`src/hw/rtl/ffci_pkg.sv`:
```
package ffci_pkg;

  localparam int BufferBytes = 10;
  localparam int FrameLen    = 9;
  localparam int CountW      = $clog2(BufferBytes + 1);

  localparam logic [7:0] HeadMark      = 8'hFE;
  localparam logic [7:0] TailMark      = 8'hAA;
  localparam logic [7:0] QualityReset  = 8'd30;

  localparam int VelXW     = 17;
  localparam int VelYW     = 16;
  localparam int PosW      = 32;
  localparam int OutBits   = VelXW + VelYW + 2 * PosW;
  localparam int OutTdataW = ((OutBits + 7) / 8) * 8;

  typedef enum logic [1:0] {
    CmdData  = 2'd0,
    CmdEnd   = 2'd1,
    CmdClear = 2'd2,
    CmdNone  = 2'd3
  } cmd_e;

  typedef enum logic [2:0] {
    StTaken   = 3'd0,
    StOk      = 3'd1,
    StFraming = 3'd2,
    StSum     = 3'd3,
    StQuality = 3'd4,
    StCleared = 3'd5
  } status_e;

  typedef logic [7:0] octet_t;
  typedef octet_t [BufferBytes-1:0] store_t;

  typedef struct packed {
    logic valid;
    cmd_e cmd;
    logic len_ok;
  } step_t;

  typedef struct packed {
    status_e                   status;
    logic signed [VelXW-1:0]   vel_x;
    logic signed [VelYW-1:0]   vel_y;
    logic signed [PosW-1:0]    pos_x;
    logic signed [PosW-1:0]    pos_y;
  } result_t;

endpackage

```
`src/hw/rtl/ffci_cell.sv`:
```
module ffci_cell (
  input  logic                 clk_i,
  input  logic                 shift_i,
  input  ffci_pkg::octet_t     byte_i,
  output ffci_pkg::octet_t     byte_o
);

  ffci_pkg::octet_t byte_q;

  always_ff @(posedge clk_i) begin
    if (shift_i) begin
      byte_q <= byte_i;
    end
  end

  assign byte_o = byte_q;

endmodule

```
`src/hw/rtl/ffci_integ.sv`:
```
module ffci_integ (
  input  logic                 clk_i,
  input  logic                 rst_ni,
  input  ffci_pkg::step_t      step_i,
  input  ffci_pkg::store_t     store_i,
  input  logic [7:0]           thresh_i,
  output ffci_pkg::result_t    res_o
);

  // oldest byte sits deepest in the chain: frame byte k is at cell FrameLen-1-k
  localparam int LastCell = ffci_pkg::FrameLen - 1;

  logic signed [ffci_pkg::VelXW-1:0] vel_x_q, vel_x_d, vel_x_new;
  logic signed [ffci_pkg::VelYW-1:0] vel_y_q, vel_y_d, vel_y_new;
  logic signed [ffci_pkg::PosW-1:0]  pos_x_q, pos_x_d;
  logic signed [ffci_pkg::PosW-1:0]  pos_y_q, pos_y_d;
  ffci_pkg::octet_t b_head, b_xl, b_xh, b_yl, b_yh, b_chk, b_qual, b_tail;
  logic [7:0]  chk;
  logic [15:0] raw_x;
  logic        framing_ok;
  ffci_pkg::status_e status;

  always_comb begin
    b_head = store_i[LastCell];
    b_xl   = store_i[LastCell - 2];
    b_xh   = store_i[LastCell - 3];
    b_yl   = store_i[LastCell - 4];
    b_yh   = store_i[LastCell - 5];
    b_chk  = store_i[LastCell - 6];
    b_qual = store_i[LastCell - 7];
    b_tail = store_i[LastCell - 8];

    framing_ok = step_i.len_ok && (b_head == ffci_pkg::HeadMark) &&
                 (b_tail == ffci_pkg::TailMark);
    chk        = b_xl + b_xh + b_yl + b_yh;
    raw_x      = {b_xh, b_xl};
    vel_x_new  = -{raw_x[15], raw_x};
    vel_y_new  = {b_yh, b_yl};

    status  = ffci_pkg::StTaken;
    vel_x_d = vel_x_q;
    vel_y_d = vel_y_q;
    pos_x_d = pos_x_q;
    pos_y_d = pos_y_q;

    unique case (step_i.cmd)
      ffci_pkg::CmdEnd: begin
        if (!framing_ok) begin
          status = ffci_pkg::StFraming;
        end else if (chk != b_chk) begin
          status = ffci_pkg::StSum;
        end else if (b_qual <= thresh_i) begin
          status = ffci_pkg::StQuality;
        end else begin
          status  = ffci_pkg::StOk;
          vel_x_d = vel_x_new;
          vel_y_d = vel_y_new;
          pos_x_d = pos_x_q + {{(ffci_pkg::PosW - ffci_pkg::VelXW){vel_x_new[16]}}, vel_x_new};
          pos_y_d = pos_y_q + {{(ffci_pkg::PosW - ffci_pkg::VelYW){vel_y_new[15]}}, vel_y_new};
        end
      end
      ffci_pkg::CmdClear: begin
        status  = ffci_pkg::StCleared;
        pos_x_d = '0;
        pos_y_d = '0;
      end
      ffci_pkg::CmdData, ffci_pkg::CmdNone: begin
        status = ffci_pkg::StTaken;
      end
      default: begin
        status = ffci_pkg::StTaken;
      end
    endcase

    res_o.status = status;
    res_o.vel_x  = vel_x_d;
    res_o.vel_y  = vel_y_d;
    res_o.pos_x  = pos_x_d;
    res_o.pos_y  = pos_y_d;
  end

  always_ff @(posedge clk_i or negedge rst_ni) begin
    if (!rst_ni) begin
      vel_x_q <= '0;
      vel_y_q <= '0;
      pos_x_q <= '0;
      pos_y_q <= '0;
    end else if (step_i.valid) begin
      vel_x_q <= vel_x_d;
      vel_y_q <= vel_y_d;
      pos_x_q <= pos_x_d;
      pos_y_q <= pos_y_d;
    end
  end

endmodule

```
`src/hw/rtl/ffci_skid.sv`:
```
module ffci_skid (
  input  logic                 clk_i,
  input  logic                 rst_ni,
  input  logic                 in_valid_i,
  output logic                 in_ready_o,
  input  ffci_pkg::result_t    in_data_i,
  output logic                 out_valid_o,
  input  logic                 out_ready_i,
  output ffci_pkg::result_t    out_data_o
);

  logic              out_valid_q, out_valid_d;
  logic              skid_valid_q, skid_valid_d;
  ffci_pkg::result_t out_q, out_d;
  ffci_pkg::result_t skid_q, skid_d;
  logic              take_in;

  assign in_ready_o = !skid_valid_q;
  assign take_in    = in_valid_i && !skid_valid_q;

  always_comb begin
    out_valid_d  = out_valid_q;
    skid_valid_d = skid_valid_q;
    out_d        = out_q;
    skid_d       = skid_q;
    if (out_ready_i || !out_valid_q) begin
      if (skid_valid_q) begin
        out_d        = skid_q;
        out_valid_d  = 1'b1;
        skid_valid_d = 1'b0;
      end else begin
        out_d       = in_data_i;
        out_valid_d = take_in;
      end
    end else if (take_in) begin
      skid_d       = in_data_i;
      skid_valid_d = 1'b1;
    end
  end

  always_ff @(posedge clk_i or negedge rst_ni) begin
    if (!rst_ni) begin
      out_valid_q  <= 1'b0;
      skid_valid_q <= 1'b0;
    end else begin
      out_valid_q  <= out_valid_d;
      skid_valid_q <= skid_valid_d;
    end
  end

  always_ff @(posedge clk_i) begin
    out_q  <= out_d;
    skid_q <= skid_d;
  end

  assign out_valid_o = out_valid_q;
  assign out_data_o  = out_q;

endmodule

```
`src/hw/rtl/flow_frame_check_and_integrate.sv`:
```
// Optical-flow frame checker and motion integrator. Each input beat is a data byte, a frame
// end, a position clear or no command (s_axis_tuser_i), and each produces exactly one output beat with
// a status and the velocity and position after that beat. Bytes shift into a row of byte
// cells (up to BufferBytes, extra bytes dropped); a frame end checks length, head/tail marks,
// checksum and quality against the threshold, and on success updates velocity and the
// wrapping 32-bit positions. One beat per clock is sustained while the output takes beats: the
// check and both position adds finish in the cycle a beat is taken, and a two-entry output
// buffer keeps the input open while one result waits. Each result is registered in that buffer.
module flow_frame_check_and_integrate (
  input  logic         clk_i,
  input  logic         rst_ni,
  input  logic         cfg_we_i,
  input  logic [7:0]   cfg_wdata_i,
  input  logic         s_axis_tvalid_i,
  output logic         s_axis_tready_o,
  input  logic [7:0]   s_axis_tdata_i,   // [7:0] data_byte
  input  logic [1:0]   s_axis_tuser_i,   // [1:0] cmd
  output logic         m_axis_tvalid_o,
  input  logic         m_axis_tready_i,
  output logic [ffci_pkg::OutTdataW-1:0] m_axis_tdata_o,
  // [16:0] velocity_x, [32:17] velocity_y, [64:33] position_x, [96:65] position_y, zeros above
  output logic [2:0]   m_axis_tuser_o    // [2:0] status
);

  logic [7:0]                     thresh_q;
  logic [ffci_pkg::CountW-1:0]    count_q, count_d;
  logic                           accept;
  logic                           shift;
  ffci_pkg::cmd_e                 cmd;
  ffci_pkg::store_t               store;
  ffci_pkg::step_t                step;
  ffci_pkg::result_t              res, out_res;

  assign cmd    = ffci_pkg::cmd_e'(s_axis_tuser_i);
  assign accept = s_axis_tvalid_i && s_axis_tready_o;
  assign shift  = accept && (cmd == ffci_pkg::CmdData) &&
                  (count_q < ffci_pkg::CountW'(ffci_pkg::BufferBytes));

  always_ff @(posedge clk_i or negedge rst_ni) begin
    if (!rst_ni) begin
      thresh_q <= ffci_pkg::QualityReset;
    end else if (cfg_we_i) begin
      thresh_q <= cfg_wdata_i;
    end
  end

  always_comb begin
    count_d = count_q;
    if (shift) begin
      count_d = count_q + 1'b1;
    end else if (accept && (cmd == ffci_pkg::CmdEnd)) begin
      count_d = '0;
    end
  end

  always_ff @(posedge clk_i or negedge rst_ni) begin
    if (!rst_ni) begin
      count_q <= '0;
    end else begin
      count_q <= count_d;
    end
  end

  for (genvar i = 0; i < ffci_pkg::BufferBytes; i++) begin : g_cell
    if (i == 0) begin : g_first
      ffci_cell u_cell (
        .clk_i   (clk_i),
        .shift_i (shift),
        .byte_i  (s_axis_tdata_i),
        .byte_o  (store[i])
      );
    end else begin : g_next
      ffci_cell u_cell (
        .clk_i   (clk_i),
        .shift_i (shift),
        .byte_i  (store[i-1]),
        .byte_o  (store[i])
      );
    end
  end

  always_comb begin
    step.valid  = accept;
    step.cmd    = cmd;
    step.len_ok = (count_q == ffci_pkg::CountW'(ffci_pkg::FrameLen));
  end

  ffci_integ u_integ (
    .clk_i    (clk_i),
    .rst_ni   (rst_ni),
    .step_i   (step),
    .store_i  (store),
    .thresh_i (thresh_q),
    .res_o    (res)
  );

  ffci_skid u_skid (
    .clk_i       (clk_i),
    .rst_ni      (rst_ni),
    .in_valid_i  (s_axis_tvalid_i),
    .in_ready_o  (s_axis_tready_o),
    .in_data_i   (res),
    .out_valid_o (m_axis_tvalid_o),
    .out_ready_i (m_axis_tready_i),
    .out_data_o  (out_res)
  );

  assign m_axis_tuser_o = out_res.status;
  assign m_axis_tdata_o = {{(ffci_pkg::OutTdataW - ffci_pkg::OutBits){1'b0}},
                           out_res.pos_y, out_res.pos_x, out_res.vel_y, out_res.vel_x};

`ifndef SYNTHESIS
  a_count_bound: assert property (@(posedge clk_i) disable iff (!rst_ni)
    count_q <= ffci_pkg::CountW'(ffci_pkg::BufferBytes))
    else $error("byte count above buffer size");

  a_end_resets_count: assert property (@(posedge clk_i) disable iff (!rst_ni)
    accept && (cmd == ffci_pkg::CmdEnd) |=> count_q == '0)
    else $error("frame end did not clear byte count");

  a_bad_len_rejected: assert property (@(posedge clk_i) disable iff (!rst_ni)
    accept && (cmd == ffci_pkg::CmdEnd) &&
    (count_q != ffci_pkg::CountW'(ffci_pkg::FrameLen)) |-> res.status != ffci_pkg::StOk)
    else $error("frame of wrong length accepted");

  a_out_drop_after_take: assert property (@(posedge clk_i) disable iff (!rst_ni)
    $fell(m_axis_tvalid_o) |-> $past(m_axis_tready_i))
    else $error("output beat withdrawn before it was taken");
`endif

endmodule
```
`config.mk`:
```
export PLATFORM = sky130hd
export DESIGN_NAME = flow_frame_check_and_integrate
export DESIGN_NICKNAME = d
export VERILOG_FILES = /design/src/hw/rtl/ffci_pkg.sv /design/src/hw/rtl/ffci_cell.sv /design/src/hw/rtl/ffci_integ.sv /design/src/hw/rtl/ffci_skid.sv /design/src/hw/rtl/flow_frame_check_and_integrate.sv
export SDC_FILE = /design/constraint.sdc
export NUM_CORES = 1
export LEC_CHECK = 0
export BUFFER_PORTS_ARGS = -buffer_cell sky130_fd_sc_hd__clkbuf_2
export CORE_MARGIN = 2
export CORE_UTILIZATION = 50
export CTS_CLUSTER_DIAMETER = 40
export DETAILED_ROUTE_END_ITERATION = 10
export PLACE_DENSITY = 0.7
export SYNTH_ARGS = -nofsm -noshare
export SYNTH_HDL_FRONTEND = slang
export SYNTH_SLANG_ARGS = --single-unit
```
`constraint.sdc`:
```
create_clock -name clk_i -period 7.4 [get_ports clk_i]
set_input_delay 0.37 -clock clk_i [delete_from_list [all_inputs] [get_ports clk_i]]
set_output_delay 0.37 -clock clk_i [all_outputs]
set_load 0.05 [all_outputs]
```
==> out/metrics.yaml <==
routabilityCongestion: 0.9393
vias: 13800
clock-sinks: 383
clockBufferDepth: 3
average_detailed_routed_wire_length_per_instance_um: 20.16
number_of_drc_violations_after_detailed_routing: 0
number_of_warning_messages_in_the_yosys_log: 0
leakage_nw: 9.831
detail_route.vias_per_cell: 5.810
cellPowerDensity_nw_per_um2: 296.2
post-route-cell-area_um2: 22910
design.die.area_um2: 41360
drt_wl_total_mm: 47.87
vdd.ir_drop.worst_mv: 0.1699
post-cts-setup-buffer-count: 0
grt_use_total_pct: 23.40
clock_tree.root_cell: "clkbuf_16"
final_util_pct: 58.06
io_buffers: 124
fillers: 3178
tritoncts_clock_tree: "yes"
setup-tns-final_ns: 0
cell_area_synth_um2: 19870
grt_remaining_overflow: 0
dp_wirelength_mm: 31.14
antenna_cells_inserted: 0
setup_viol: 0
synth.lib_cells_used.distinct: 76
worst_slew_pin_slew_ns: 1.190
via_count_of_the_first_global_routing_pass: 13550
layout-area-overhead-vs-synth_pct: 15.27
worst_setup_path_end_kind: "flip-flop"
post_dp_cell_area_um2: 20970
max_slew_vio_count: 0
grt_start_max_net_pins: 76
grt_pass1_wl_mm: 75.44
timing.critical_path.arrival_ns: 5.85
cts_hold_repair.buffers: 17
cts.reportedPaths.clkPinSlew_ns: 0.06
fin_skew_ns: 0.02212
final_antenna_net_count: 0
dp_slack_ns: 2.097
maxClockFrequency_mhz: 185.1
postSynthRegisterBits: 383
maxSlewHeadroom_pct: 20.40
worstPathMaxFanout: 50
worstSetupStartpointType: "flip-flop"
rows: 73
core_area_um2: 39460
num-nets-final: 1930
period_minus_slack_ns: 5.403
postLayoutSetupSlackWorst_ns: 1.997
antenna_found_initial: 0
initial_core_util_pct: 50.36
critical_path_required_ns: 7.85
postSynthCellCount: 1664
cts_buffers: 54
cts_resized: 0
yosysSeqAreaShare_pct: 55.10
hold_path.class: "in -> reg"
final_min_period_over_clock_period_pct: 73.01
detailedRoute.firstPassIterationCount: 6
grt_setup_unrepaired: "no"
synth.avg_cell_area_um2: 11.94
io_pins: 132
die_w_um: 203.4
post_synth_edffs: 272
synth-main-ff-cell: "edfxtp_1"
insertion_delay_ns: 0.60
clock_tree.htree_level_count: 2
die_height_um: 203.4
timing.setup.critical_path_class: "reg -> reg"
drive_above_1_share_pct: 21.24
drt_iter0_drc: 993
timing.max_cap.violations: 0
run_status: "completed"
timing_hold_violations_final: 0
ys_async_sr_fraction_pct: 28.98
metrics by stage:
| stage | cells | power (mW) | hold WS, ns |
|---|---|---|---|
| 2_1_floorplan | 1670 | 3.926 | 0.07441 |
| 3_3_place_gp | 2256 | 4.255 | 0.4024 |
| 3_5_place_dp | 2256 | 4.293 | 0.4045 |
| 4_1_cts | 2375 | 6.826 | 0.001999 |
| 5_1_grt | 2375 | 7.105 | 0.02160 |
| 6_report | 2375 | 6.784 | 0.02969 |
power by group:
part	leakage, nW	internal, mW	switching, mW
logic	4.82	0.566	1.01
clock network	0.850	1.48	1.03
registers	4.16	2.55	0.150
total	9.83	4.60	2.19
sequential cells by signal, indices dropped and copies added (netlist names):
register / count
thresh_q: 8
u_integ.pos_y_q: 32
g_cell.g_next.u_cell.byte_o: 64
count_q: 4
u_skid.skid_valid_q: 1
u_skid.out_valid_o: 1
u_integ.vel_x_q: 17
u_skid.skid_q: 100
u_skid.out_data_o: 100
g_cell.g_first.u_cell.byte_o: 8
u_integ.pos_x_q: 32
u_integ.vel_y_q: 16
cell type report:
type | instances | area, um2 | share of cell area (%)
multi-input cells | 1165 | 8454 | 36.91
inverters | 44 | 167.7 | 0.7319
clock buffers | 63 | 1425 | 6.221
well taps | 525 | 656.9 | 2.867
clock inverters | 39 | 347.8 | 1.518
repair buffers | 156 | 905.9 | 3.954
flip-flops and latches | 383 | 10950 | 47.80
cells by family (layout without fill, tap and decap cells):
logic type,after synthesis,in the layout,share of synthesized area [%]
compound gates,423,423,14.12
simple gates,417,417,9.476
flops,383,383,55.10
mux,127,127,7.725
buf+inv,122,302,2.594
fa+ha+maj,103,103,7.089
xor+xnor,88,88,3.878
other cells,1,7,0.01887
critical path, stage by stage, from the launching register on:
cell and delay, ns:
edfxtp_1 0.52, fa_1 0.54, inv_1 0.06, fa_1 0.49
inv_1 0.05, ha_1 0.20, fa_1 0.41, a21o_1 0.17
a21oi_1 0.23, o21ai_1 0.12, xnor2_1 0.38, nand4bb_4 0.13
buf_4 0.34, nor2_1 0.57, nand2_1 0.46, o21ai_1 0.35
mux2_2 0.20
path summary, 6_finish.rpt:
path	cells after the start	to	from	slack, ns
setup / recovery	16	u_skid.out_data_o[59]	g_cell[5].g_next.u_cell.byte_o[1]	2.00
hold / removal	3	u_skid.out_valid_o	s_axis_tvalid_i	0.03
setup reg to reg	16	u_skid.out_data_o[59]	g_cell[5].g_next.u_cell.byte_o[1]	2.00
hold reg to reg	0	g_cell[8].g_next.u_cell.byte_o[7]	g_cell[7].g_next.u_cell.byte_o[7]	0.42
max in group asynchronous	3	u_integ.pos_y_q[15]	rst_ni	5.67
min in group asynchronous	2	u_integ.pos_x_q[26]	rst_ni	0.36
cells in the mapped netlist, types with 5 or more instances:
cell type / instances / area [um2]
ha_1: 87 / 1089
and2_1: 10 / 62.56
a21o_1: 43 / 322.8
o2bb2ai_1: 5 / 43.79
clkbuf_1: 58 / 217.7
xor2_1: 33 / 289.0
o21ai_1: 17 / 85.08
or2_2: 5 / 31.28
nand2b_1: 7 / 43.79
o31ai_1: 8 / 60.06
nand4_1: 6 / 37.54
buf_4: 7 / 52.55
and3_1: 16 / 100.1
xnor2_1: 55 / 481.7
nand2_1: 253 / 949.7
a31oi_1: 8 / 50.05
a21oi_1: 75 / 375.4
mux2_4: 29 / 435.4
o221ai_1: 5 / 43.79
inv_1: 42 / 157.7
nand3_1: 21 / 105.1
nor2_1: 47 / 176.4
mux2_2: 95 / 1070
o21bai_1: 6 / 45.04
edfxtp_1: 272 / 8168
fa_1: 16 / 320.3
nor3_1: 14 / 70.07
buf_2: 7 / 35.03
a22o_1: 73 / 639.4
o21a_1: 11 / 82.58
nor4_1: 5 / 31.28
dfrtp_1: 107 / 2678
nor2b_1: 11 / 68.82
o21ai_0: 125 / 625.6
placed cells by master (no fill, tap or decap), types with 9 or more instances in the layout:
cell type,Yosys,layout
edfxtp_1,272,272
nand2_1,253,253
o21ai_0,125,125
clkbuf_2,0,123
dfrtp_1,107,107
mux2_2,95,95
ha_1,87,86
a21oi_1,75,75
a22o_1,73,73
xnor2_1,55,55
clkbuf_16,0,54
nor2_1,47,46
a21o_1,43,43
inv_1,42,40
xor2_1,33,33
mux2_4,29,29
nand3_1,21,20
o21ai_1,17,17
dlygate4sd3_1,0,17
and3_1,16,16
fa_1,16,16
buf_4,7,16
nor3_1,14,14
inv_6,0,12
o21a_1,11,11
and2_1,10,10
nor2b_1,11,10
clkinvlp_4,0,9
metal layers:
layer  track usage (%)  vias to the layer above  wire length [um]
li1                  -                     6428                 -
met1             32.15                     6767             21180
met2             37.80                      494             22470
met3             4.330                      109              2895
met4             7.430                        0              1330
met5                 0                        -                 0
Note: power is estimated with default switching activity, not from simulation.
